--- src/design/dea_pkg.sv ---
// Shared constants for the discrete entropy accumulator.
// No dependencies; the top level, fill, front and back files refer to it by scoped names.
`default_nettype none
package dea_pkg;

	localparam int LOG_W  = 24;   // log2 table entry, Q0.24
	localparam int FRAC_W = 32;   // normalized fraction of a mass
	localparam int WGT_W  = 16;   // interpolation weight
	localparam int SUM_W  = 40;   // running sum, Q16.24
	localparam int OUT_W  = 32;   // emitted entropy, Q8.24

	localparam logic [SUM_W-1:0] SUM_MAX = {SUM_W{1'b1}};
	localparam logic [OUT_W-1:0] OUT_MAX = {OUT_W{1'b1}};
	localparam logic [LOG_W:0]   ONE_Q24 = {1'b1, {LOG_W{1'b0}}};

endpackage
`default_nettype wire

--- src/design/dea_front.sv ---
// Front end: classifies a mass and normalizes it to 2^e * (1 + f).
// Depends on dea_pkg.
`default_nettype none
module dea_front #(
	parameter int MASS_FRAC_BITS = 16
) (
	input  wire logic [MASS_FRAC_BITS:0]           mass,
	output logic                                   no_term,
	output logic [$clog2(MASS_FRAC_BITS)-1:0]      expo,
	output logic [MASS_FRAC_BITS-1:0]              frac_mass,
	output logic [dea_pkg::FRAC_W-1:0]             frac
);

	localparam int EW = $clog2(MASS_FRAC_BITS);
	localparam int SW = MASS_FRAC_BITS + dea_pkg::FRAC_W;

	logic [5:0]    sh;
	logic [SW-1:0] shl;

	assign frac_mass = mass[MASS_FRAC_BITS-1:0];
	// zero, or one and above (top bit set): no contribution
	assign no_term   = (mass == '0) || mass[MASS_FRAC_BITS];

	always_comb begin
		expo = '0;
		for (int k = 0; k < MASS_FRAC_BITS; k++) begin
			if (frac_mass[k]) begin
				expo = EW'(k);
			end
		end
	end

	// shifting the leading one to bit 32 leaves the fraction below it
	assign sh   = 6'(dea_pkg::FRAC_W) - 6'(expo);
	assign shl  = SW'(frac_mass) << sh;
	assign frac = shl[dea_pkg::FRAC_W-1:0];

endmodule
`default_nettype wire

--- config.mk ---
export PLATFORM = sky130hd
export DESIGN_NAME = dea_front
export DESIGN_NICKNAME = d
export VERILOG_FILES = /design/src/design/dea_pkg.sv /design/src/design/dea_front.sv
export SDC_FILE = /design/constraint.sdc
export NUM_CORES = 1
export LEC_CHECK = 0
export ABC_AREA = 1
export BUFFER_PORTS_ARGS = -buffer_cell sky130_fd_sc_hd__buf_2
export CAP_MARGIN = 30
export CORE_UTILIZATION = 51
export DETAILED_ROUTE_END_ITERATION = 10
export PLACE_DENSITY = 0.95
export SLEW_MARGIN = 30
export SYNTH_ARGS = -nofsm -noshare
export SYNTH_HDL_FRONTEND = slang
export SYNTH_SLANG_ARGS = --single-unit
export TNS_END_PERCENT = 100
--- constraint.sdc ---
create_clock -name vclk -period 7.8
set_clock_uncertainty 0.15 [all_clocks]
set_input_delay 1.56 -clock vclk [all_inputs]
set_output_delay 1.56 -clock vclk [all_outputs]
set_load 0.05 [all_outputs]
# [Word level (Yosys, flattened, before mapping)]
# Index checks and enable logic that the tools add are counted.
[word_totals] elab_cells=19 output_inout_bits=53 regBits=0 input_bits=17
[op_classes] muxes=15 reduce_logical=2 add_sub_neg=1 n_shift=1
[op_table] op="$mux 4" count=14
[op_table] op="$shl 16x6->32" count=1
[op_table] op="$logic_not 17->1" count=1
[op_table] op="$sub 6x4->6 const A" count=1
[op_table] op="$logic_or 1x1->1" count=1
[op_table] op="$mux 1" count=1

# [Logic depth before layout (Yosys ltp)]
[depth] ltp_word=17 mapped_depth=24 mapped_depth_nobuf=21

# [Least setup slack after synthesis]
# No wires, ideal clock.
[synth_timing] path_type="input port to output port" from="input mass[2]" to="output frac[16] (netlist name)" stages=20 arrival_ps=4313 path_slack_ps=1777 path_buffers=2 cell_sequence="inv_2 nand2_1 nand2_1 nand2_1 nand2_1 nand2_1 nand2_1 nand2_1 nand2_1 nand2_1 nand2_1 nand2_1 nand2_2 nand2_4 buf_6 ha_1 xor2_2 buf_2 nand2_1 nor3_1"
[synth_between] elab_chain_len=16
[synth_rtl] element="start: declaration" line_no="dea_front.sv:7" source="input wire logic [MASS_FRAC_BITS:0] mass,"
[synth_rtl] element="$mux 4 (14 in series)" line_no="dea_front.sv:27" source="if (frac_mass[k]) begin"
[synth_rtl] element="$sub 6x4->6" line_no="dea_front.sv:34" source="assign sh = 6'(dea_pkg::FRAC_W) - 6'(expo);"
[synth_rtl] element="$shl 16x6->32 (*)" line_no="dea_front.sv:35" source="assign shl = SW'(frac_mass) << sh;"
[synth_rtl] element="end: declaration" line_no="dea_front.sv:11" source="output logic [dea_pkg::FRAC_W-1:0] frac"
# Every way passes the cells marked *; elsewhere a longest branch is shown, timed or not.

# [Worst setup path in the final report]
[layout_timing] from="input mass[2]" to="output frac[12] (netlist name)"
# The elaborated chain is that of the path after synthesis.

==> impl_metrics.ini <==
[timing]
max-slew-margin-rel_pct = 41.50
hold_viol = 0
worst_slew_pin_slew_ns = 0.8708
slew_viol_final = 0
finalSetupViolCount = 0
rsz0062_at_grt = no
setup_tns_ns = 0
hold_slack_ns = 3.295
min_period_ns = 6.214
max_freq_ghz = 0.1609
fin_crit_sh_pct = 79.67

[finish]
antennaDiodeCount = 0
nets = 292
most-common-layout-cells = nand3_1 (77), buf_2 (61), nand2_1 (55)
n_sequential_cell = 0
synthToLayoutAreaGrowth_pct = 10.82
layout_commonest_cell = nand3_1
n_clock_buffer = 0
layout-drive-gt1-share_pct = 27.94
seq_area_um2 = 0

[setup_path]
cp.required_ns = 6.09
cp_data_arrival_time_ns = 4.50
cp-end-kind = output pin
crit_path_start = mass[2]
path_class = in2out
worstPathMaxFanout = 17
crit_path_start_kind = input pin

[detailed_routing]
vias_per_cell = 5.217
first_pass_iters = 5
wl_per_cell_um = 10.30
drt_iter0_drc = 29
route.detailed.drc = 0
vias = 1565
wl_mm = 3.091
ant_nets = 0

[grt]
grt_overflow_total = 0
antenna_found_initial = 0
track_usage_pct = 24.45
grt_pass1_wl_mm = 5.057
grt_start_max_net_pins = 18
grt_pass1_vias = 1242

[power]
power_mw = 0.1914
clkPwrFrac_pct = 0
pwr-share-seq_pct = 0
p_leak_nw = 0.8280
internal_power_mw = 0.04226
p_sw_mw = 0.1492
combPwrFrac_pct = 100.0
switching_share_pct = 77.93
ir_worst_vdd_uv = 75.73
cellPowerDensity_mw_per_mm2 = 143.7

[cts]
cts_hold_buf = 0
ctsResizeCount = 0
post_cts_buffers = 0

[die]
core_area_mm2 = 0.002212
die_h_um = 50.56
dieArea_mm2 = 0.002556
start_util_pct = 54.36
placementRows = 17
die_w_um = 50.56
pin_count = 70

[run_status]
status = finished, final reports clean

[placed_design]
gp_congestion = 1.013
numPortBuffers = 61
place_hpwl_mm = 2.624

[hold_path]
hold_class = in2out
hp-start = mass[6]

[run]
maxCapViolCount = 0

[yosys]
netlist_area_mm2 = 0.001202
syn_area_per_cell_um2 = 5.073
syn_inst = 237
yosys_warnings = 0
ys_seq_area_share_pct = 0
synth_cell_types = 26
==> cells in the mapped netlist <==
cell / n / share of area [%]
nand3_1: 77 / 32
nand2_1: 55 / 17
buf_4: 25 / 16
nor2_1: 24 / 7.5
inv_1: 18 / 5.6
clkbuf_1: 4 / 1.2
inv_2: 4 / 1.2
nor3_1: 4 / 1.7
buf_2: 3 / 1.2
nand2_2: 3 / 1.6
a21oi_1: 2 / 0.83
buf_6: 2 / 1.9
nand2_4: 2 / 1.9
o21ai_1: 2 / 0.83
a31o_2: 1 / 0.73
conb_1: 1 / 0.31
ha_1: 1 / 1.0
nand3b_4: 1 / 1.7
nor2_2: 1 / 0.52
nor3_2: 1 / 0.83
nor4_2: 1 / 1.0
o211ai_1: 1 / 0.62
o21ai_0: 1 / 0.42
o31ai_1: 1 / 0.62
or2_1: 1 / 0.52
xor2_2: 1 / 1.4
==> power by group through the flow <==
stage	Sequential [mW]	Clock, mW	Combinational (mW)
2_1_floorplan	0	0	0.163
3_3_place_gp	0	0	0.188
3_5_place_dp	0	0	0.190
4_1_cts	0	0	0.191
5_1_grt	0	0	0.205
6_report	0	0	0.191
==> stage by stage <==
step	setup WS [ns]	cell area, um2	instances	utilization, %
4_1_cts	1.628	1333	300	60.24
3_3_place_gp	1.716	1333	300	60.24
6_report	1.586	1333	300	60.24
5_1_grt	1.236	1333	300	60.24
2_1_floorplan	1.777	1232	245	-
3_5_place_dp	1.626	1333	300	60.24
==> area by class of cell <==
cell class | count | area (um2)
Timing Repair Buffer | 61 | 305.3
Multi-Input combinational cell | 189 | 909.6
Fill cell | 271 | 879.6
Inverter | 22 | 82.58
Tap cell | 28 | 35.03
==> final timing paths <==
path                           end  slack (ns)  cells past startpoint
worst max-delay path      frac[12]        1.59                     23
worst min-delay path  frac_mass[6]        3.30                      2
==> critical path, cell delays in order <==
cell     delay [ns]
buf_2          0.13
inv_2          0.05
nand2_1        0.04
nand2_1        0.05
nand2_1        0.04
nand2_1        0.05
nand2_1        0.04
nand2_1        0.05
nand2_1        0.04
nand2_1        0.05
nand2_1        0.04
nand2_1        0.05
nand2_1        0.05
nand2_2        0.19
nand2_4        0.17
ha_1           0.63
inv_1          0.36
nand3_1        0.21
nand3_1        0.12
nand3_1        0.10
nand2_1        0.08
nor2_1         0.11
buf_2          0.28
==> cell families (layout without fill, tap and decap cells) <==
kind of cell | Yosys count | after routing | synth area share, %
AOI/OAI and AO/OA | 8 | 8 | 4.059
xor gates and xnor gates | 1 | 1 | 1.353
adders and majority gates | 1 | 1 | 1.040
buffers and inverters | 56 | 83 | 26.85
other | 1 | 9 | 0.3119
and+or+nand+nor | 170 | 170 | 66.39
==> metal layers <==
layer,vias to the layer above,global-route usage (%),routed length (um)
met1,684,30.70,1335
li1,817,-,-
met5,-,0,0
met2,60,46.67,1545
met4,0,2.315,25
met3,4,1.212,185
Note: power is estimated with default switching activity, not from simulation.
