===== config.mk =====
export PLATFORM = sky130hd
export DESIGN_NAME = dea_fifo
export DESIGN_NICKNAME = d
export VERILOG_FILES = /design/src/design/dea_fifo.sv
export SDC_FILE = /design/constraint.sdc
export NUM_CORES = 1
export LEC_CHECK = 0
export ABC_AREA = 1
export BUFFER_PORTS_ARGS = -buffer_cell sky130_fd_sc_hd__buf_2
export CORE_UTILIZATION = 30
export CTS_BUF_LIST = sky130_fd_sc_hd__clkbuf_16
export CTS_CLUSTER_DIAMETER = 50
export DETAILED_ROUTE_END_ITERATION = 10
export GPL_TIMING_DRIVEN = 0
export PLACE_DENSITY = 0.53
export SYNTH_ARGS = -nofsm -noshare
export SYNTH_HDL_FRONTEND = slang
export SYNTH_SLANG_ARGS = --single-unit

===== constraint.sdc =====
create_clock -name clk -period 1.6 [get_ports clk]
set_input_delay 0.32 -clock clk [delete_from_list [all_inputs] [get_ports clk]]
set_output_delay 0.32 -clock clk [all_outputs]
set_load 0.005 [all_outputs]

===== src/design/dea_fifo.sv =====
// Small register queue with combinational head read.
// No dependencies.
`default_nettype none
module dea_fifo #(
	parameter int WIDTH = 8,
	parameter int DEPTH = 2
) (
	input  wire logic             clk,
	input  wire logic             arst_n,
	input  wire logic             push,
	input  wire logic [WIDTH-1:0] wdata,
	output logic                  full,
	input  wire logic             pop,
	output logic      [WIDTH-1:0] rdata,
	output logic                  empty
);

	localparam int AW = (DEPTH > 1) ? $clog2(DEPTH) : 1;
	localparam int CW = $clog2(DEPTH + 1);

	logic [WIDTH-1:0] mem_q [DEPTH];
	logic [AW-1:0]    wptr_q;
	logic [AW-1:0]    rptr_q;
	logic [CW-1:0]    cnt_q;
	logic             do_push;
	logic             do_pop;

	assign full    = (cnt_q == CW'(DEPTH));
	assign empty   = (cnt_q == '0);
	assign do_push = push && !full;
	assign do_pop  = pop && !empty;
	assign rdata   = mem_q[rptr_q];

	always_ff @(posedge clk) begin
		if (do_push) begin
			mem_q[wptr_q] <= wdata;
		end
	end

	always_ff @(posedge clk or negedge arst_n) begin
		if (!arst_n) begin
			wptr_q <= '0;
			rptr_q <= '0;
			cnt_q  <= '0;
		end else begin
			if (do_push) begin
				wptr_q <= (wptr_q == AW'(DEPTH - 1)) ? '0 : wptr_q + AW'(1);
			end
			if (do_pop) begin
				rptr_q <= (rptr_q == AW'(DEPTH - 1)) ? '0 : rptr_q + AW'(1);
			end
			case ({do_push, do_pop})
				2'b10:   cnt_q <= cnt_q + CW'(1);
				2'b01:   cnt_q <= cnt_q - CW'(1);
				default: cnt_q <= cnt_q;
			endcase
		end
	end

endmodule
`default_nettype wire


Word level (Yosys, flattened, before mapping)
Memories as Yosys holds them, arrays and structs flattened.
Index checks and enable logic that the tools add are counted.
{"block": "classes", "addsub": 4, "eq_ne": 3, "mux": 5, "n_reduce_logical": 6}
{"operator": "equality test 2 bit, second input constant", "n": 2}
{"operator": "two-way mux 1 bit", "n": 4}
{"operator": "one-hot mux 2 bit (2 select lines)", "n": 1}
{"operator": "adder 1 bit, second input constant", "n": 2}
{"operator": "adder 2 x 1 -> 2 bit, second input constant", "n": 1}
{"operator": "equality test 2 x 1 -> 1 bit, second input constant", "n": 1}
{"operator": "logical AND 1 bit", "n": 2}
{"operator": "zero test 1 bit", "n": 2}
{"operator": "zero test 2 bit", "n": 1}
{"operator": "nonzero test 2 bit", "n": 1}
{"operator": "subtractor 2 x 1 -> 2 bit, second input constant", "n": 1}
{"block": "word_totals", "regBits": 4, "ram_bits": 16, "elab_cells": 22, "memories": 1}
{"name": "mem_q", "words": 2, "width": 8, "read_ports": 1, "rd_clocked_by_memory_dff": 0, "write_ports": 1, "line": "21", "source": "logic [WIDTH-1:0] mem_q [DEPTH];"}

Logic depth before layout (Yosys ltp)
{"block": "logic_depth", "word_depth": 5, "mapped_depth": 10, "ltp_nobuf": 10}

Worst setup path after synthesis
No wires, ideal clock.
{"block": "synth_path", "path_kind": "register to register", "start": "register cnt_q[1]", "end": "memory mem_q[1][0], enable pin", "setup_time_ns": 0.371, "t_arrival_ns": 0.940, "required_ns": 1.229, "setup_slack_ns": 0.290, "stages_incl_launch_ff": 4, "path_buffers": 0, "cell_sequence": "dfrtp_1 inv_1 o21ai_2 nor2_1"}
{"block": "synth_between", "elab_chain_cells": 5}
{"element": "from (decl)", "line": "24", "source": "logic [CW-1:0] cnt_q;"}
{"element": "from (signal assigned)", "line": "53", "source": "2'b10: cnt_q <= cnt_q + CW'(1);"}
{"element": "from (signal assigned)", "line": "54", "source": "2'b01: cnt_q <= cnt_q - CW'(1);"}
{"element": "from (signal assigned)", "line": "55", "source": "default: cnt_q <= cnt_q;"}
{"element": "equality test 2 bit", "line": "28", "source": "assign full = (cnt_q == CW'(DEPTH));"}
{"element": "zero test 1 bit", "line": "30", "source": "assign do_push = push && !full;"}
{"element": "logical AND 1 bit", "line": "30"}
{"element": "two-way mux 1 bit", "line": "35", "source": "if (do_push) begin"}
{"element": "two-way mux 1 bit (implied by the code)", "line": "36", "source": "mem_q[wptr_q] <= wdata;"}
{"element": "to (decl)", "line": "21"}
Every way passes these cells.

Worst setup path in the final report
{"block": "layout_path", "start": "register rptr_q", "end": "output port rdata[5]"}
{"block": "layout_between", "elab_chain_cells": 1}
{"element": "from (decl)", "line": "23", "source": "logic [AW-1:0] rptr_q;"}
{"element": "from (signal assigned)", "line": "50", "source": "rptr_q <= (rptr_q == AW'(DEPTH - 1)) ? '0 : rptr_q + AW'(1);"}
{"element": "memory (2 x 8 bit)"}
{"element": "to (decl)", "line": "14", "source": "output logic [WIDTH-1:0] rdata,"}
Every way passes these cells.

==> flow_summary.toml <==
[outcome]
status = "completed"

[yosys]
syn_avg_cell_area_sq_um = 11.0
synth_cell_types = 14
ys_seq_elements = 20
synth_area_sq_um = 817
synth_nets = 87
ys_seq_area_share_pct = 71.1
yosys_warnings = 0
postSynthCellCount = 74

[clock_tree]
clockRootBuffer = "clkbuf_16"
cts_max_path_buffers = 2
htreeDepth = 1
clkSinkCount = 20
clock_latency_ns = 0.25
clk_pin_slew_worst_paths_ns = 0.05
cts_setup_buffers = 0
cts_tree = "built"
cts_buffers = 3

[cells_and_area]
n_fill_cell = 247
nets = 114
area_growth_pct = 28.5
finish.utilization_pct = 41.6
drive_gt1_share_pct = 33.3
final_cell_mix = "nand2_1 (32), buf_2 (22), edfxtp_1 (16)"
final_common_cell = "nand2_1"
diodes = 0

[grt]
grt_busiest_layer = "met2"
grt_max_degree = 11
gr-total-overflow = 0
use_met3_pct = 2.26
grtUsageMet2_pct = 16.9
antenna_found_initial = 0
grt_pass1_wl_microns = 2170
grt_pass1_vias = 504
grtUsageMet1_pct = 13.5
grt_use_total_pct = 10.2

[placement]
port-buffer-count = 21
gp_congestion = 0.706
place_hpwl_microns = 972

[critical_path]
path_cells = "buf_2, inv_4, nand2_1, nand2_1, buf_2"
max_stage_delay_ns = 0.35
cp_top_family = "buffers and inverters"
cp_num_buf_inv = 3
cp.required_ns = 1.28
worstSetupEndpointType = "output pin"
startpoint_type = "flop"
worstSetupPathType = "flop to output pin"
cp.arrival_ns = 1.14
cp_max_fo = 10
crit_path_top_delay_cell = "dfrtp_1"

[power]
p_sw_share_pct = 32.1
p_per_area_nw_per_um2 = 1830
p_seq_share_pct = 40.7
switchingPower_uw = 615
power_frac_comb_pct = 33.4
p_int_mw = 1.30
p_leak_nw = 0.501
clock_power_share_pct = 25.9
ir_worst_vdd_v = 0.000996

[routing]
wl_per_cell_microns = 10.4
final_antenna_net_count = 0
via_per_inst = 4.31
drc_errors = 0
vias = 556
dr.pass1.iters = 4
first_iter_violations = 9
wirelength_microns = 1340

[timing]
setup_viol = 0
finalCritPeriodShare_pct = 91.5
setup-tns-final_ns = 0
final-max-slew-violation-count = 0
period_needed_ns = 1.46
rsz0062_at_grt = "false"
slew_headroom_pct = 70.7
clock_skew_ns = 0.00206
tightest_slew_ns = 0.439
hold_viol_final = 0
fmax_mhz = 683

[floorplan]
core-area_sq_um = 2520
die_h_microns = 54.2
ioPinCount = 22
start_util_pct = 32.4
die_w_microns = 54.2
num_rows = 18
die_area_sq_um = 2940

[job]
drv_cap = 0

[min_path]
hold_path.class = "input pin to flop"
==> repair_timing <==
action                                  CTS  global route
hold buffers                              1             0
hold endpoints to repair                  4             0
gates resized for setup                   0             2
endpoints found under the setup margin    0            13
==> per-stage QoR <==
step	worst slack, ns	cell area (sq um)	std cells	power, mW	hold slack [ns]
3_3_place_gp	0.0405	960	125	1.43	0.136
3_5_place_dp	0.0338	960	125	1.44	0.136
2_1_floorplan	0.290	817	74	1.20	0.0244
4_1_cts	0.0256	1040	129	1.93	0.264
5_1_grt	0.0269	1050	129	2.07	0.265
6_report	0.136	1050	129	1.92	0.263
==> worst paths after layout <==
| path | cells after the start | start | endpoint | slack, ns |
|---|---|---|---|---|
| max in group asynchronous | 2 | arst_n | rptr_q | 1.07 |
| min in group asynchronous | 2 | arst_n | cnt_q[0] | 0.41 |
| min reg2reg | 2 | cnt_q[1] | cnt_q[1] | 0.47 |
| min | 1 | wdata[0] | mem_q[1][0] | 0.26 |
| max | 5 | rptr_q | rdata[5] | 0.14 |
| max reg2reg | 9 | cnt_q[1] | cnt_q[1] | 0.23 |
==> layout make-up <==
type | count | area [sq um] | share of cell area (%)
repair buffers | 22 | 115 | 11.0
clock buffers | 3 | 75.1 | 7.15
inverters | 10 | 40.0 | 3.81
well taps | 30 | 37.5 | 3.58
plain buffers | 1 | 5.00 | 0.477
multi-input cells | 43 | 196 | 18.7
flip-flops and latches | 20 | 581 | 55.3
==> per-layer routing <==
layer / part of all wire, % / up-vias
met5: 0 / -
met1: 47 / 248
met4: 0 / 0
met2: 45 / 20
li1: - / 288
met3: 7.3 / 0
==> synthesized netlist by cell type <==
master	count	area, sq um
nor2_1	1	3.75
o21ai_2	1	8.76
inv_1	7	26.3
nor2_2	1	6.26
nand2_1	32	120
dfrtp_1	4	100
inv_2	3	11.3
edfxtp_1	16	480
nand4_1	1	6.26
buf_2	1	5.00
xnor2_1	1	8.76
nand2_2	2	12.5
ha_1	1	12.5
nand3_1	3	15.0
==> power by group through the flow <==
stage                     Sequential (mW)  Combinational [mW]  Clock (mW)
after floorplan                     0.782               0.418           0
after global placement              0.789               0.638           0
after detailed placement            0.792               0.644           0
after CTS                           0.784               0.648       0.502
after global routing                0.798               0.756       0.520
final                               0.781               0.640       0.497
==> logic make-up after synthesis <==
family	share of synthesized area (%)
compound gates	1.07
xor+xnor	1.07
fa+ha+maj	1.53
buf+inv	5.21
flops	71.1
simple gates	20.1
==> registers in the layout, indices dropped and copies added (netlist names) <==
name	flops
rptr_q	1
wptr_q	1
mem_q	16
cnt_q	2
No activity file was read; power rests on OpenSTA's default activity.
