--- src/design/dea_pkg.sv ---
// Shared constants for the discrete entropy accumulator.
// No dependencies; the top level, fill, front and back files refer to it by scoped names.
`default_nettype none
package dea_pkg;

	localparam int LOG_W  = 24;   // log2 table entry, Q0.24
	localparam int FRAC_W = 32;   // normalized fraction of a mass
	localparam int WGT_W  = 16;   // interpolation weight
	localparam int SUM_W  = 40;   // running sum, Q16.24
	localparam int OUT_W  = 32;   // emitted entropy, Q8.24

	localparam logic [SUM_W-1:0] SUM_MAX = {SUM_W{1'b1}};
	localparam logic [OUT_W-1:0] OUT_MAX = {OUT_W{1'b1}};
	localparam logic [LOG_W:0]   ONE_Q24 = {1'b1, {LOG_W{1'b0}}};

endpackage
`default_nettype wire

--- src/design/dea_fill.sv ---
// Builds the log2(1+f) table after reset by repeated squaring, one bit a cycle.
// Depends on dea_pkg.
`default_nettype none
module dea_fill #(
	parameter int LOG_TABLE_DEPTH = 1024
) (
	input  wire logic                               clk,
	input  wire logic                               arst_n,
	output logic                                    we,
	output logic [$clog2(LOG_TABLE_DEPTH)-1:0]      waddr,
	output logic [dea_pkg::LOG_W-1:0]               wdata,
	output logic                                    done
);

	localparam int AW    = $clog2(LOG_TABLE_DEPTH);
	localparam int RMW   = $clog2(LOG_TABLE_DEPTH) + 1;
	localparam int QSTEP = (1 << 30) / LOG_TABLE_DEPTH;
	localparam int RSTEP = (1 << 30) % LOG_TABLE_DEPTH;
	localparam int CNW   = $clog2(dea_pkg::LOG_W);

	logic                      done_q;
	logic [AW-1:0]             i_q;
	logic [29:0]               q_q;
	logic [RMW-1:0]            rem_q;
	logic [30:0]               x_q;
	logic [dea_pkg::LOG_W-1:0] acc_q;
	logic [CNW-1:0]            cnt_q;

	logic [61:0]               sq;
	logic [31:0]               sq_hi;
	logic                      bit_n;
	logic [30:0]               x_n;
	logic [dea_pkg::LOG_W-1:0] acc_n;
	logic                      entry_end;
	logic [RMW-1:0]            rsum;
	logic                      wrap;
	logic [RMW-1:0]            rem_n;
	logic [29:0]               q_n;

	// x is Q1.30 and stays below 2.0 between steps
	assign sq        = 62'(x_q) * 62'(x_q);
	assign sq_hi     = sq[61:30];
	assign bit_n     = sq_hi[31];
	assign x_n       = bit_n ? sq_hi[31:1] : sq_hi[30:0];
	assign acc_n     = {acc_q[dea_pkg::LOG_W-2:0], bit_n};
	assign entry_end = (cnt_q == CNW'(dea_pkg::LOG_W - 1));

	// floor(i * 2^30 / depth) kept as quotient plus remainder
	assign rsum  = rem_q + RMW'(RSTEP);
	assign wrap  = (rsum >= RMW'(LOG_TABLE_DEPTH));
	assign rem_n = wrap ? rsum - RMW'(LOG_TABLE_DEPTH) : rsum;
	assign q_n   = q_q + 30'(QSTEP) + {29'd0, wrap};

	assign we    = !done_q && entry_end;
	assign waddr = i_q;
	assign wdata = acc_n;
	assign done  = done_q;

	always_ff @(posedge clk or negedge arst_n) begin
		if (!arst_n) begin
			done_q <= 1'b0;
			i_q    <= '0;
			q_q    <= '0;
			rem_q  <= '0;
			x_q    <= 31'h4000_0000;
			acc_q  <= '0;
			cnt_q  <= '0;
		end else if (!done_q) begin
			if (entry_end) begin
				cnt_q <= '0;
				if (i_q == AW'(LOG_TABLE_DEPTH - 1)) begin
					done_q <= 1'b1;
				end else begin
					i_q   <= i_q + AW'(1);
					q_q   <= q_n;
					rem_q <= rem_n;
					x_q   <= 31'h4000_0000 + 31'(q_n);
				end
			end else begin
				cnt_q <= cnt_q + CNW'(1);
				x_q   <= x_n;
				acc_q <= acc_n;
			end
		end
	end

endmodule
`default_nettype wire

--- config.mk ---
export PLATFORM = sky130hd
export DESIGN_NAME = dea_fill
export DESIGN_NICKNAME = d
export VERILOG_FILES = /design/src/design/dea_pkg.sv /design/src/design/dea_fill.sv
export SDC_FILE = /design/constraint.sdc
export NUM_CORES = 2
export LEC_CHECK = 0
export BUFFER_PORTS_ARGS = -buffer_cell sky130_fd_sc_hd__buf_2
export CORE_MARGIN = 5
export CORE_UTILIZATION = 67
export DETAILED_ROUTE_END_ITERATION = 8
export MAX_ROUTING_LAYER = met4
export PLACE_DENSITY = 0.84
export SYNTH_ARGS = -nofsm -noshare
export SYNTH_HDL_FRONTEND = slang
export SYNTH_SLANG_ARGS = --single-unit
--- constraint.sdc ---
create_clock -name clk -period 10.6 [get_ports clk]
set_clock_uncertainty 0.2 [all_clocks]
set_input_delay 2.12 -clock clk [delete_from_list [all_inputs] [get_ports clk]]
set_output_delay 2.12 -clock clk [all_outputs]
set_load 0.02 [all_outputs]
**After elaboration in Yosys (flattened, before gate mapping)**

Cells that the tools add are included.

- Register bits after elaboration: 111
- Input bits: 2

- Add/subtract/negate cells: 6
- Multipliers: 1
- Order comparisons: 1
- Eq/ne operators: 3
- Multiplexer cells: 7
- Bitwise logic cells: 3
- Reductions and logical operators: 6

Operators by type and width:

| kind | number |
|---|---|
| 31-bit two-way mux | 3 |
| 31-bit by 31-bit multiplier with 62-bit output | 1 |
| 31-bit by 30-bit adder with 31-bit output, first input constant | 1 |
| 30-bit by 1-bit adder with 30-bit output | 1 |
| 30-bit by 21-bit adder with 30-bit output, second input constant | 1 |
| 11-bit greater-or-equal comparator, second input constant | 1 |
| 11-bit subtractor, second input constant | 1 |
| 10-bit by 1-bit adder with 10-bit output, second input constant | 1 |
| 10-bit == test, second input constant | 1 |
| 5-bit by 1-bit adder with 5-bit output, second input constant | 1 |
| 5-bit == test, second input constant | 1 |
| 5-bit two-way mux | 1 |
| 2-bit AND reduction | 2 |
| 4-bit AND reduction | 1 |
| 1-bit two-way mux | 3 |
| 1-bit inverter | 3 |
| 3-bit AND reduction | 1 |
| 2-bit inequality test, second input constant | 1 |
| 1-bit logical AND | 1 |
| 1-bit zero test | 1 |

**Depth between registers and ports, before layout**

- Depth in word-level cells: 5
- Mapped depth: 32
- Depth with buffers taken out: 28

**Least setup slack after synthesis**

No wires, ideal clock.

- Kind: flip-flop to output port
- From: reg x_q[4]
- To: out wdata[0] (netlist bit)
- Arrival: 6.975 ns
- Path slack: 1.305 ns
- Stages on the path, launching flop included: 27
- Path buffers: 4
- Cells stage by stage: dfrtp_1 -> clkbuf_1 -> clkbuf_1 -> and2_1 -> fa_1 -> fa_1 -> fa_1 -> inv_1 -> fa_1 -> inv_1 -> fa_1 -> inv_1 -> fa_1 -> inv_1 -> fa_1 -> fa_1 -> ha_1 -> a21oi_1 -> o21ai_0 -> a211oi_1 -> o211ai_1 -> o21ai_1 -> o21ai_2 -> xnor2_2 -> inv_2 -> buf_2 -> buf_4

- Word-level cells in the longest chain between the ends: 1

Ends and longest elaborated chain:

| what | RTL line | RTL |
|---|---|---|
| from (decl) | dea_fill.sv:25 | `logic [30:0] x_q;` |
| from (signal assigned) | dea_fill.sv:77 | `x_q <= 31'h4000_0000 + 31'(q_n);` |
| from (signal assigned) | dea_fill.sv:81 | `x_q <= x_n;` |
| 31-bit by 31-bit multiplier with 62-bit output | dea_fill.sv:41 | `assign sq = 62'(x_q) * 62'(x_q);` |
| to (decl) | dea_fill.sv:11 | `output logic [dea_pkg::LOG_W-1:0] wdata,` |

No other way between the ends.

**Final worst setup path**

- From: reg x_q[18]
- To: out wdata[0] (netlist bit)

Same word-level chain as after synthesis.

==> out/metrics.cfg <==
[cts]
htreeDepth = 3
cts_setup_buffers = 0
cts_sinks = 101
clock_path_buffers = 2
cts_root_buf = clkbuf_16
cts_inserted_buffers = 9
ctsHoldBuffers = 0
clk_latency_ps = 350
cts_tree = done
path_clk_slew_ps = 70

[placement]
placed_cell_area_sq_um = 33000
place_congestion = 0.975
pre_cts_ws_ps = 687
numPortBuffers = 37
dp_hpwl_um = 65800

[final_layout]
syn_to_final_growth_pct = 3.93
fin_area_sq_um = 33200
final_net_count = 4434
antenna_cells = 0
drive_above_1_share = 0.0430
fillers = 3486

[power]
p_per_area_nw_per_um2 = 21.6
leakage_uw = 0.0191
irDropWorstVdd_mv = 0.0798

[synth]
synth.area.top_cells = fa_1 (47%), inv_1 (11%), ha_1 (11%)
syn-mean-instance-area_sq_um = 9.31
syn_nets = 4457
syn-cell-area_sq_um = 32000
synth-edff-count = 0
synth_top_area_frac = 0.467
synthCells = 3435
yosysSeqAreaShare = 0.0791
yosysMostFrequentCell = inv_1
ys_ff_latch = 101
yosysWarnings = 0
yosysUniqueCellTypes = 78
yosysTopAreaCell = fa_1
synth-main-ff-cell = dfrtp_1
synth_common_cells = inv_1 (922), fa_1 (747), nand2_1 (410)
async_reset_ff_frac = 1.00

[floorplanning]
rows = 80
die_area_sq_um = 52200
ios = 38
die_h_um = 229
core-area_sq_um = 47400
start_util = 0.674
die_w_um = 229

[worst_setup_path]
critPathKind = register to output port
path_depth = 23
worstSetupEndpoint = wdata[0]
max_stage_delay_ps = 930
worstReg2RegEnd = x_q[19]
arrival_ps = 8060
reg2reg_from = x_q[11]
reg2reg_depth = 28
cpMaxStageDelayCell = dfrtp_1
critPathTopFamily = adder cells
crit_fanout = 14
crit_buf_inv = 6
crit_path_cell_trace = and2_1, inv_1, fa_1, fa_1, inv_1, fa_1, inv_1, fa_1, inv_1, fa_1, fa_1, fa_1, fa_1, ha_1, a21oi_1, o21ai_0, a211oi_1, o211ai_1, o21ai_1, o21ai_2, xnor2_2, inv_2, buf_2
cp-start-kind = register
critPathRequiredTime_ps = 8280
r2r_slack_ps = 1680
setup.worst_path.start = x_q[18]
cp_common_cell = fa_1
cp-end-kind = output port

[global_routing]
grt_pass1_vias = 25800
grt_use_total = 0.322
overflow = 0
antenna_found_initial = 0
grt_max_degree = 55
grt_pass1_wl_um = 131000

[timing]
fmax_ghz = 0.0963
tns_ps = 0
worst_pin_slew_ps = 1050
setup_violations = 0
period_share = 0.980
timing.final.ws_setup_ps = 216
final_hold_viol_count = 0
min_period_ps = 10380
finalMaxSlewViolations = 0
slew-limit-headroom = 0.298
rsz0062_at_grt = false

[outcome]
outcome = complete, no violations

[hold_path]
hold_path.class = register to register

[route]
drc = 0
wirelength_um = 78400
drtAntennaViolNets = 0
dr.pass1.iters = 7
vias_per_cell = 5.69
wl_per_cell_um = 19.4
drt_iter0_drc = 1883
vias = 23000

[flow_run]
maxCapViolations = 0

report_power, final:
group | switching [uW] | internal [uW] | total (uW)
Combinational | 7.19 | 0.465 | 7.67
Clock | 161 | 166 | 326
Sequential | 0 | 385 | 385
Total | 168 | 551 | 719
through the flow:
step | hold slack (ps) | total power (uW) | utilization | std cells
after floorplan | 245 | 393 | - | 3435
after global placement | 251 | 401 | 0.695 | 4016
after detailed placement | 264 | 401 | 0.695 | 4016
after CTS | 277 | 725 | 0.701 | 4032
after global routing | 297 | 743 | 0.701 | 4032
final | 274 | 719 | 0.701 | 4032
worst register-to-register path: cells and delay by family, from the launching register on:
family	cells	cell delay, ps
DFF	1	650
xor gates and xnor gates	1	240
buffers and inverters	9	930
and+or+nand+nor	6	1770
adders and majority gates	9	4430
AOI/OAI and AO/OA	3	580
registers in the layout (all words and copies together) (netlist names):
signal  flops
rem_q       1
done        1
x_q        31
cnt_q       5
q_q        30
waddr      10
acc_q      23
layout by cell type, fill, tap and decap left out, drive strengths merged, types with 14 or more instances in the layout:
master,instances
inv,927
xor2,43
o22ai,14
xnor2,76
nor2,91
buf,99
a21oi,83
o21ai,56
fa,747
mux2i,22
ha,273
nand4,32
nand3,28
a21o,43
and3,17
dfrtp,100
nand2,410
nor3,20
o21bai,14
and2,191
routing by layer:
metal  share of wire  GRT usage  up-vias  wire length, um
li1                -          -    10100                -
met2            0.50      0.540     1016            39100
met5               0          -        -                0
met4           0.059      0.137        0             4590
met3           0.073     0.0455      305             5700
met1            0.37      0.396    11500            28900
cells by family after synthesis:
| group | Yosys count | share of synthesized area |
|---|---|---|
| xor+xnor | 119 | 0.0328 |
| buf+inv | 1057 | 0.125 |
| compound gates | 287 | 0.0582 |
| simple gates | 826 | 0.123 |
| mux | 25 | 0.00794 |
| flops | 101 | 0.0791 |
| fa+ha+maj | 1020 | 0.574 |
worst min-delay path by stage:
stage | startpoint | to | cells after the start
6_report | q_q[18] | q_q[18] | 1
5_1_grt | q_q[18] | q_q[18] | 1
4_1_cts | q_q[18] | q_q[18] | 1
3_5_place_dp | q_q[18] | q_q[18] | 1
3_3_place_gp | acc_q[22] | acc_q[22] | 2
2_1_floorplan | q_q[18] | q_q[18] | 1
area by class of cell:
cell class,count,area [sq um],share of cell area
multi-input cells,2277,25500,0.766
inverters,924,3470,0.104
flip-flops and latches,101,2530,0.0761
well taps,615,769,0.0231
repair buffers,99,716,0.0215
clock buffers,9,225,0.00677
clock inverters,7,67.6,0.00203
repair_timing:
action                                  in CTS  in global routing
endpoints found under the setup margin       0                  1
hold endpoints to repair                     0                  0
gates resized for setup                      0                  2
Note: power is estimated with default switching activity, not from simulation.
