==> config.mk <==
export PLATFORM = sky130hd
export DESIGN_NAME = dea_back
export DESIGN_NICKNAME = d
export VERILOG_FILES = /design/src/design/dea_pkg.sv /design/src/design/dea_back.sv
export SDC_FILE = /design/constraint.sdc
export NUM_CORES = 2
export LEC_CHECK = 0
export BUFFER_PORTS_ARGS = -buffer_cell sky130_fd_sc_hd__buf_2
export CORE_MARGIN = 4
export CORE_UTILIZATION = 65
export CTS_BUF_LIST = sky130_fd_sc_hd__clkbuf_4
export DETAILED_ROUTE_END_ITERATION = 6
export GPL_TIMING_DRIVEN = 0
export PLACE_DENSITY = 0.89
export SKIP_LAST_GASP = 1
export SLEW_MARGIN = 30
export SYNTH_ARGS = -nofsm -noshare
export SYNTH_HDL_FRONTEND = slang
export SYNTH_SLANG_ARGS = --single-unit
==> constraint.sdc <==
create_clock -name clk -period 14.2 [get_ports clk]
set_input_delay 1.42 -clock clk [delete_from_list [all_inputs] [get_ports clk]]
set_output_delay 1.42 -clock clk [all_outputs]
set_load 0.02 [all_outputs]
==> src/design/dea_pkg.sv <==
// Shared constants for the discrete entropy accumulator.
// No dependencies; the top level, fill, front and back files refer to it by scoped names.
`default_nettype none
package dea_pkg;

	localparam int LOG_W  = 24;   // log2 table entry, Q0.24
	localparam int FRAC_W = 32;   // normalized fraction of a mass
	localparam int WGT_W  = 16;   // interpolation weight
	localparam int SUM_W  = 40;   // running sum, Q16.24
	localparam int OUT_W  = 32;   // emitted entropy, Q8.24

	localparam logic [SUM_W-1:0] SUM_MAX = {SUM_W{1'b1}};
	localparam logic [OUT_W-1:0] OUT_MAX = {OUT_W{1'b1}};
	localparam logic [LOG_W:0]   ONE_Q24 = {1'b1, {LOG_W{1'b0}}};

endpackage
`default_nettype wire

==> src/design/dea_back.sv <==
// Back end: table lookup, interpolation, -p*log2(p) and saturating accumulate.
// Depends on dea_pkg; reads the table RAM instanced at the top level.
`default_nettype none
module dea_back #(
	parameter int MASS_FRAC_BITS  = 16,
	parameter int LOG_TABLE_DEPTH = 1024
) (
	input  wire logic                                 clk,
	input  wire logic                                 arst_n,
	input  wire logic                                 mid_empty,
	output logic                                      mid_pop,
	input  wire logic                                 in_no_term,
	input  wire logic [$clog2(MASS_FRAC_BITS)-1:0]    in_expo,
	input  wire logic [MASS_FRAC_BITS-1:0]            in_frac_mass,
	input  wire logic [dea_pkg::FRAC_W-1:0]           in_frac,
	input  wire logic                                 in_last,
	output logic                                      ram_re,
	output logic [$clog2(LOG_TABLE_DEPTH)-1:0]        ram_raddr0,
	output logic [$clog2(LOG_TABLE_DEPTH)-1:0]        ram_raddr1,
	input  wire logic [dea_pkg::LOG_W-1:0]            ram_rdata0,
	input  wire logic [dea_pkg::LOG_W-1:0]            ram_rdata1,
	input  wire logic                                 out_full,
	output logic                                      out_push,
	output logic [dea_pkg::OUT_W-1:0]                 out_entropy,
	output logic                                      out_sat
);

	localparam int MFB  = MASS_FRAC_BITS;
	localparam int EW   = $clog2(MFB);
	localparam int AW   = $clog2(LOG_TABLE_DEPTH);
	localparam int GW   = dea_pkg::FRAC_W + AW;
	localparam int NLW  = $clog2(MFB + 1) + dea_pkg::LOG_W;
	localparam int PW   = MFB + NLW;
	localparam int LW1  = dea_pkg::LOG_W + 1;
	localparam int DPW  = LW1 + dea_pkg::WGT_W;

	logic                        adv;
	logic [GW-1:0]               g;
	logic [AW-1:0]               idx;
	logic [AW:0]                 idx1;
	logic                        hi_end;

	logic                        v_s1, v_s2, v_s3, v_s4;
	logic                        last_s1, last_s2, last_s3, last_s4;
	logic                        nt_s1, nt_s2, nt_s3;
	logic [EW-1:0]               e_s1, e_s2;
	logic [MFB-1:0]              p_s1, p_s2, p_s3;
	logic [dea_pkg::WGT_W-1:0]   w_s1;
	logic                        end_s1;
	logic [DPW-1:0]              prod_s2;
	logic [dea_pkg::LOG_W-1:0]   lo_s2;
	logic [NLW-1:0]              nl_s3;
	logic [NLW-1:0]              term_s4;

	logic [LW1-1:0]              hi_v;
	logic [LW1-1:0]              diff;
	logic [LW1-1:0]              lfrac;
	logic [PW-1:0]               pn;

	logic [dea_pkg::SUM_W-1:0]   sum_q;
	logic                        ovf_q;
	logic [dea_pkg::SUM_W:0]     sum_ext;
	logic [dea_pkg::SUM_W-1:0]   sum_n;
	logic                        ovf_n;

	// the accumulate stage is the only one that can block
	assign adv     = !(v_s4 && last_s4 && out_full);
	assign mid_pop = adv && !mid_empty;

	assign g      = GW'(in_frac) * GW'(LOG_TABLE_DEPTH);
	assign idx    = g[GW-1:dea_pkg::FRAC_W];
	assign idx1   = {1'b0, idx} + (AW+1)'(1);
	assign hi_end = (idx1 == (AW+1)'(LOG_TABLE_DEPTH));

	assign ram_re     = adv;
	assign ram_raddr0 = idx;
	assign ram_raddr1 = hi_end ? '0 : idx1[AW-1:0];

	// entry past the end of the table is log2(2) = 1.0
	assign hi_v  = end_s1 ? dea_pkg::ONE_Q24 : {1'b0, ram_rdata1};
	assign diff  = hi_v - {1'b0, ram_rdata0};
	assign lfrac = {1'b0, lo_s2} + prod_s2[DPW-1:dea_pkg::WGT_W];
	assign pn    = PW'(p_s3) * PW'(nl_s3);

	assign sum_ext = {1'b0, sum_q} + (dea_pkg::SUM_W+1)'(term_s4);
	assign sum_n   = sum_ext[dea_pkg::SUM_W] ? dea_pkg::SUM_MAX : sum_ext[dea_pkg::SUM_W-1:0];
	assign ovf_n   = ovf_q || sum_ext[dea_pkg::SUM_W];

	assign out_push    = adv && v_s4 && last_s4;
	assign out_entropy = (sum_n[dea_pkg::SUM_W-1:dea_pkg::OUT_W] != '0) ?
		dea_pkg::OUT_MAX : sum_n[dea_pkg::OUT_W-1:0];
	assign out_sat     = ovf_n || (sum_n[dea_pkg::SUM_W-1:dea_pkg::OUT_W] != '0);

	always_ff @(posedge clk) begin
		if (adv) begin
			last_s1 <= in_last;
			nt_s1   <= in_no_term;
			e_s1    <= in_expo;
			p_s1    <= in_frac_mass;
			w_s1    <= g[dea_pkg::FRAC_W-1:dea_pkg::WGT_W];
			end_s1  <= hi_end;

			last_s2 <= last_s1;
			nt_s2   <= nt_s1;
			e_s2    <= e_s1;
			p_s2    <= p_s1;
			lo_s2   <= ram_rdata0;
			prod_s2 <= DPW'(diff) * DPW'(w_s1);

			last_s3 <= last_s2;
			nt_s3   <= nt_s2;
			p_s3    <= p_s2;
			nl_s3   <= ((NLW'(MFB) - NLW'(e_s2)) << dea_pkg::LOG_W) - NLW'(lfrac);

			last_s4 <= last_s3;
			term_s4 <= nt_s3 ? '0 : pn[PW-1:MFB];
		end
	end

	always_ff @(posedge clk or negedge arst_n) begin
		if (!arst_n) begin
			v_s1  <= 1'b0;
			v_s2  <= 1'b0;
			v_s3  <= 1'b0;
			v_s4  <= 1'b0;
			sum_q <= '0;
			ovf_q <= 1'b0;
		end else if (adv) begin
			v_s1 <= !mid_empty;
			v_s2 <= v_s1;
			v_s3 <= v_s2;
			v_s4 <= v_s3;
			if (v_s4) begin
				if (last_s4) begin
					sum_q <= '0;
					ovf_q <= 1'b0;
				end else begin
					sum_q <= sum_n;
					ovf_q <= ovf_n;
				end
			end
		end
	end

endmodule
`default_nettype wire
---- After elaboration in Yosys (flattened, before gate mapping) ----
Index checks and enable logic that the tools add are counted.
word-level totals
  bits of input ports ..................... 106
  word-level logic and storage cells ...... 51
  bits in registers ....................... 248
  output and inout port bits .............. 56
cells by class
  reduce and logical (&&, ||, !) cells .... 11
  multipliers ............................. 2
  mux-type cells .......................... 6
  bitwise logic cells ..................... 1
  add/sub/neg operators ................... 6
  eq/ne operators ......................... 1
operator list
  operator                 count
  $mux W40                 2
  $mul A16 B29 Y45         1
  $add A40 B29 Y41         1
  $mul A25 B16 Y41         1
  $mux W32                 1
  $sub A29 B25 Y29         1
  $add A24 B25 Y25         1
  $mux W25                 1
  $sub A25 B24 Y25         1
  $add A10 B1 Y11 const B  1
  $eq A11 B11 Y1 const B   1
  $mux W10                 1
  $reduce_bool A8 Y1       1
  $logic_and A1 B1 Y1      5
  $sub A5 B4 Y5 const A    1
  $logic_not A1 Y1         2
  $logic_or A1 B1 Y1       2
  $reduce_and A2 Y1        1
  $mux W1                  1
  $not A1 Y1               1

---- Logic depth before layout (Yosys ltp) ----
  depth in word-level cells ............... 5
  mapped depth ............................ 39

---- Worst setup path after synthesis ----
Ideal clock, no wire load.
  path kind ............................... input -> register
  start ................................... input ram_rdata1[1] (netlist bit)
  end ..................................... register prod_s2[40] (data pin)
  cell stages on the path ................. 33
  data arrival time ....................... 9.423 ns
  library setup time ...................... 0.262 ns
  data required time ...................... 13.938 ns
  slack ................................... 4.515 ns
  cell sequence ........................... nor2b_1 ha_1 nor2b_1 o21ai_1 a21boi_1 o21ai_1 a21oi_1 a21oi_1 o21bai_1 a21o_1 a21oi_1 clkbuf_1 mux2_2 fa_1 fa_1 inv_1 fa_1 fa_1 inv_1 fa_1 inv_1 fa_1 ha_1 a21oi_1 a21boi_0 a311o_1 o2111a_1 o211a_1 a211oi_1 o31ai_1 a2111oi_0 o31ai_1 xnor2_1
between the ends
  longest elaborated chain between the ends .. 3
RTL lines
  what                  line             RTL
  start, declared       dea_back.sv:21   input wire logic [dea_pkg::LOG_W-1:0] ram_rdata1,
  $mux W25              dea_back.sv:80   assign hi_v = end_s1 ? dea_pkg::ONE_Q24 : {1'b0, ram_rdata1};
  $sub A25 B24 Y25      dea_back.sv:81   assign diff = hi_v - {1'b0, ram_rdata0};
  $mul A25 B16 Y41      dea_back.sv:108  prod_s2 <= DPW'(diff) * DPW'(w_s1);
  end signal, assigned  dea_back.sv:108
  end, declared         dea_back.sv:50   logic [DPW-1:0] prod_s2;
No other way between the ends.
A chain may end at the register's enable or synchronous reset.

---- Worst setup path after layout ----
  start ................................... register end_s1
  end ..................................... register prod_s2[40] (data pin)
between the ends
  longest elaborated chain between the ends .. 3
RTL lines
  what                    line             RTL
  start, declared         dea_back.sv:49   logic end_s1;
  start signal, assigned  dea_back.sv:101  end_s1 <= hi_end;
  $mux W25                dea_back.sv:80
  $sub A25 B24 Y25        dea_back.sv:81
  $mul A25 B16 Y41        dea_back.sv:108
No other way between the ends.

==> results by group <==
Synthesis
  – Synth area leader: fa_1
  – Gate Count Post-Synth: 4,283
  – Post-synthesis sequential area ratio: 16.84%
  – Synth area leaders: fa_1, edfxtp_1, ha_1, inv_1, nand2_1
  – Top-area cell type share of the netlist area: around a third
  – Yosys Warn Count: 0
  – Adder-cell share of the synthesized area: between 40 and 50%
  – Asr flop ratio synth: about a fifth
  – Xor/xnor share of the synthesized area: 3.172%
  – Synth Area in Simple Gates: approximately 17%
  – Syn Nets: 5,391
  – Distinct cell type count after synthesis: approximately 90
  – Synth Register Bits: between 200 and 250
  – Main combinational cell family by area after synthesis: adder cells
  – Dominant synthesized flop cell: edfxtp_1
  – Post-synth EDFFs: between 150 and 200
  – Synthesized area: 40,040 um2
  – Post-synthesis compound-gate area fraction: under 10%
  – Mean Syn Cell Area: a little over 9 um2
  – Mux contribution to synthesized area: 1.834%

STA
  – Pins Over Slew Limit: 0
  – Max Freq: approximately 79 MHz
  – Post-route setup TNS: 0 ns
  – Slew margin rel.: 25.60%
  – RSZ-0062 raised after global routing: no
  – Fin. Hold Viols: 0
  – Final period util: 89.37%
  – Worst Tran Pin Value: about 1.1 ns
  – Post-route minimum period: between 10 and 15 ns
  – # setup viols final: 0
  – Fin Clk Skew: about 0.1 ns

Setup path
  – Data arrival, critical path: 13.16 ns
  – Worst Setup End Kind: register
  – Crit-path most repeated cell: fa_1
  – Critical path startpoint category: register
  – Worst R2R Start: end_s1
  – Crit path required time: ~15 ns
  – Slowest cell on crit path: clkbuf_1
  – Critical path peak fanout: 10
  – Critical path class: register to register
  – Critical Path Start: end_s1
  – Slowest cell delay on critical path: between 0.8 and 0.9 ns

Routing
  – DRT iter0 DRCs: 2,543
  – Avg Vias per Cell: about 6
  – DRC viols: 0
  – DR pass1 iterations: 6
  – Routed wl met2: roughly 52 mm
  – WL met1: between 30 and 40 mm
  – DR vias: roughly 31,000
  – Met3 WL: 12.03 mm
  – Antenna Nets Post-Route: 0
  – Post-Route WL: between 100 and 150 mm
  – DR top layer: met5
  – DR WL/cell: around 20 um

Clock tree
  – Clk slew on worst S/H paths: 0.08 ns
  – Clock Tree Root: clkbuf_4
  – Hold buffers post-CTS: 0
  – Post-CTS setup buffer count: 0
  – CTS tree: yes
  – Maximum buffer depth of the clock tree: 3
  – CTS H-tree depth: 3
  – # resized after CTS: 0
  – CTS Sinks: between 200 and 250
  – Worst-Skew Late Latency: around 0.83 ns
  – Cts bufs inserted: 67

Placed design
  – Gp weighted congestion: between 1 and 1.5
  – I/O Buffers: 155
  – DP HPWL: between 80 and 90 mm

GRT
  – Global-route usage over all layers: approximately a third
  – Total gr overflow: 0
  – First-pass GRT wire length: ~180 mm
  – Initial antenna violation count: 4
  – Pin count of the biggest net entering global routing: about 50
  – Vias in the first global route: between 30,000 and 40,000

Finish
  – Final #Nets: roughly 5,600
  – Area Overhead vs Synth: 6.956%
  – Final core occ: slightly above 70%
  – Layout cell share with drive strength beyond 1: between 8 and 9%

Floorplanning
  – Starting Density: 65.97%
  – Core Area: a little over 60,000 um2
  – Core Rows: 90
  – Chip height: approximately 260 um
  – IO Count: 162
  – Die width: ~260 um
  – Die Area: 65,640 um2

Min path
  – Worst min-delay path startpoint: p_s1[12]
  – Min-Delay Path Class: register to register

Status
  – Status: finished, final reports clean

Job
  – Max-cap viol count: 0
-- metrics by stage --
stage          hold WS, ns  instance area, um2  instances  setup WS [ns]
5_1_grt             0.4044               42820       5344         0.8366
6_report            0.3860               42830       5345          1.510
2_1_floorplan       0.4003               40040       4283          4.515
3_5_place_dp        0.4045               41900       5224          1.725
3_3_place_gp        0.4004               41800       5220          1.979
4_1_cts             0.3895               42810       5343          1.681
-- Yosys cell counts (14+ instances only) --
cell type  number
xnor2_1        98
o21bai_1       15
ha_1          305
clkbuf_1      194
o21ai_1        14
fa_1          697
nand3_1        49
nand2b_1       89
o21ai_0        92
a31oi_1        15
a21o_1         68
edfxtp_1      187
and2_1        249
xor2_1         47
nand4_1        52
nor2_1        131
nor2b_1        56
nand2_1       670
mux2_2         33
and3_1         28
mux2i_1        25
nor3_1         28
dfrtp_1        45
inv_1         766
a21oi_1       115
-- critical path, delay by kind of cell, from the launching register on --
family	cells	cell delay (ns)
compound gates	15	4.67
simple gates	4	0.76
fa+ha+maj	9	3.95
flops	1	0.32
buf+inv	7	2.18
xor+xnor	2	0.51
-- layout make-up --
cell class	count	area [um2]
clock buffer	99	743.2
antenna	2	5.005
clock inverter	20	168.9
timing repair buffer	159	858.3
multi-input combinational	3068	29590
fill	4496	17870
tap	782	978.4
inverter	766	2875
buffer	217	867.1
sequential	232	6741
-- state kept, by name, indices dropped and copies added (netlist names), 4 cells and up --
signal and flops:
e_s2 4, p_s1 16, w_s1 16, p_s2 16, nl_s3 29, term_s4 29
p_s3 16, prod_s2 25, sum_q 40, e_s1 4, lo_s2 24
-- path summary, 6_finish.rpt --
| path | endpoint | slack, ns | depth (start not counted) |
|---|---|---|---|
| min in group asynchronous | sum_q[19] | 0.64 | 1 |
| max in group asynchronous | sum_q[14] | 13.12 | 1 |
| worst min register to register | p_s2[12] | 0.39 | 0 |
| worst max register to register | prod_s2[40] | 1.51 | 37 |
| worst min-delay path | p_s2[12] | 0.39 | 0 |
| worst max-delay path | prod_s2[40] | 1.51 | 37 |
-- per-layer routing --
layer	vias to the layer above	track usage, %
met3	526	9.858
met1	15280	39.02
met4	4	19.91
met5	-	0
li1	13900	-
met2	1731	57.09
-- placed cells by master (no fill, tap or decap), types with 25 or more instances in the layout --
cell	n
a21o_1	68
a21oi_1	115
and2_1	249
and3_1	28
buf_2	162
clkbuf_1	193
clkbuf_4	99
dfrtp_1	45
edfxtp_1	187
fa_1	697
ha_1	305
inv_1	766
mux2_2	33
mux2i_1	25
nand2_1	670
nand2b_1	89
nand3_1	48
nand4_1	52
nor2_1	131
nor2b_1	56
nor3_1	26
o21ai_0	92
xnor2_1	97
xor2_1	47
-- cell families (layout without fill, tap and decap cells) --
family | after synthesis | after routing
simple gates | 1409 | 1409
fa+ha+maj | 1002 | 1002
buf+inv | 983 | 1261
compound gates | 444 | 444
flops | 232 | 232
xor+xnor | 145 | 145
mux | 68 | 68
other cells | 0 | 2
Power is not shown: default switching activity piles up to over one toggle a cycle in this logic, so the estimate is an artifact.
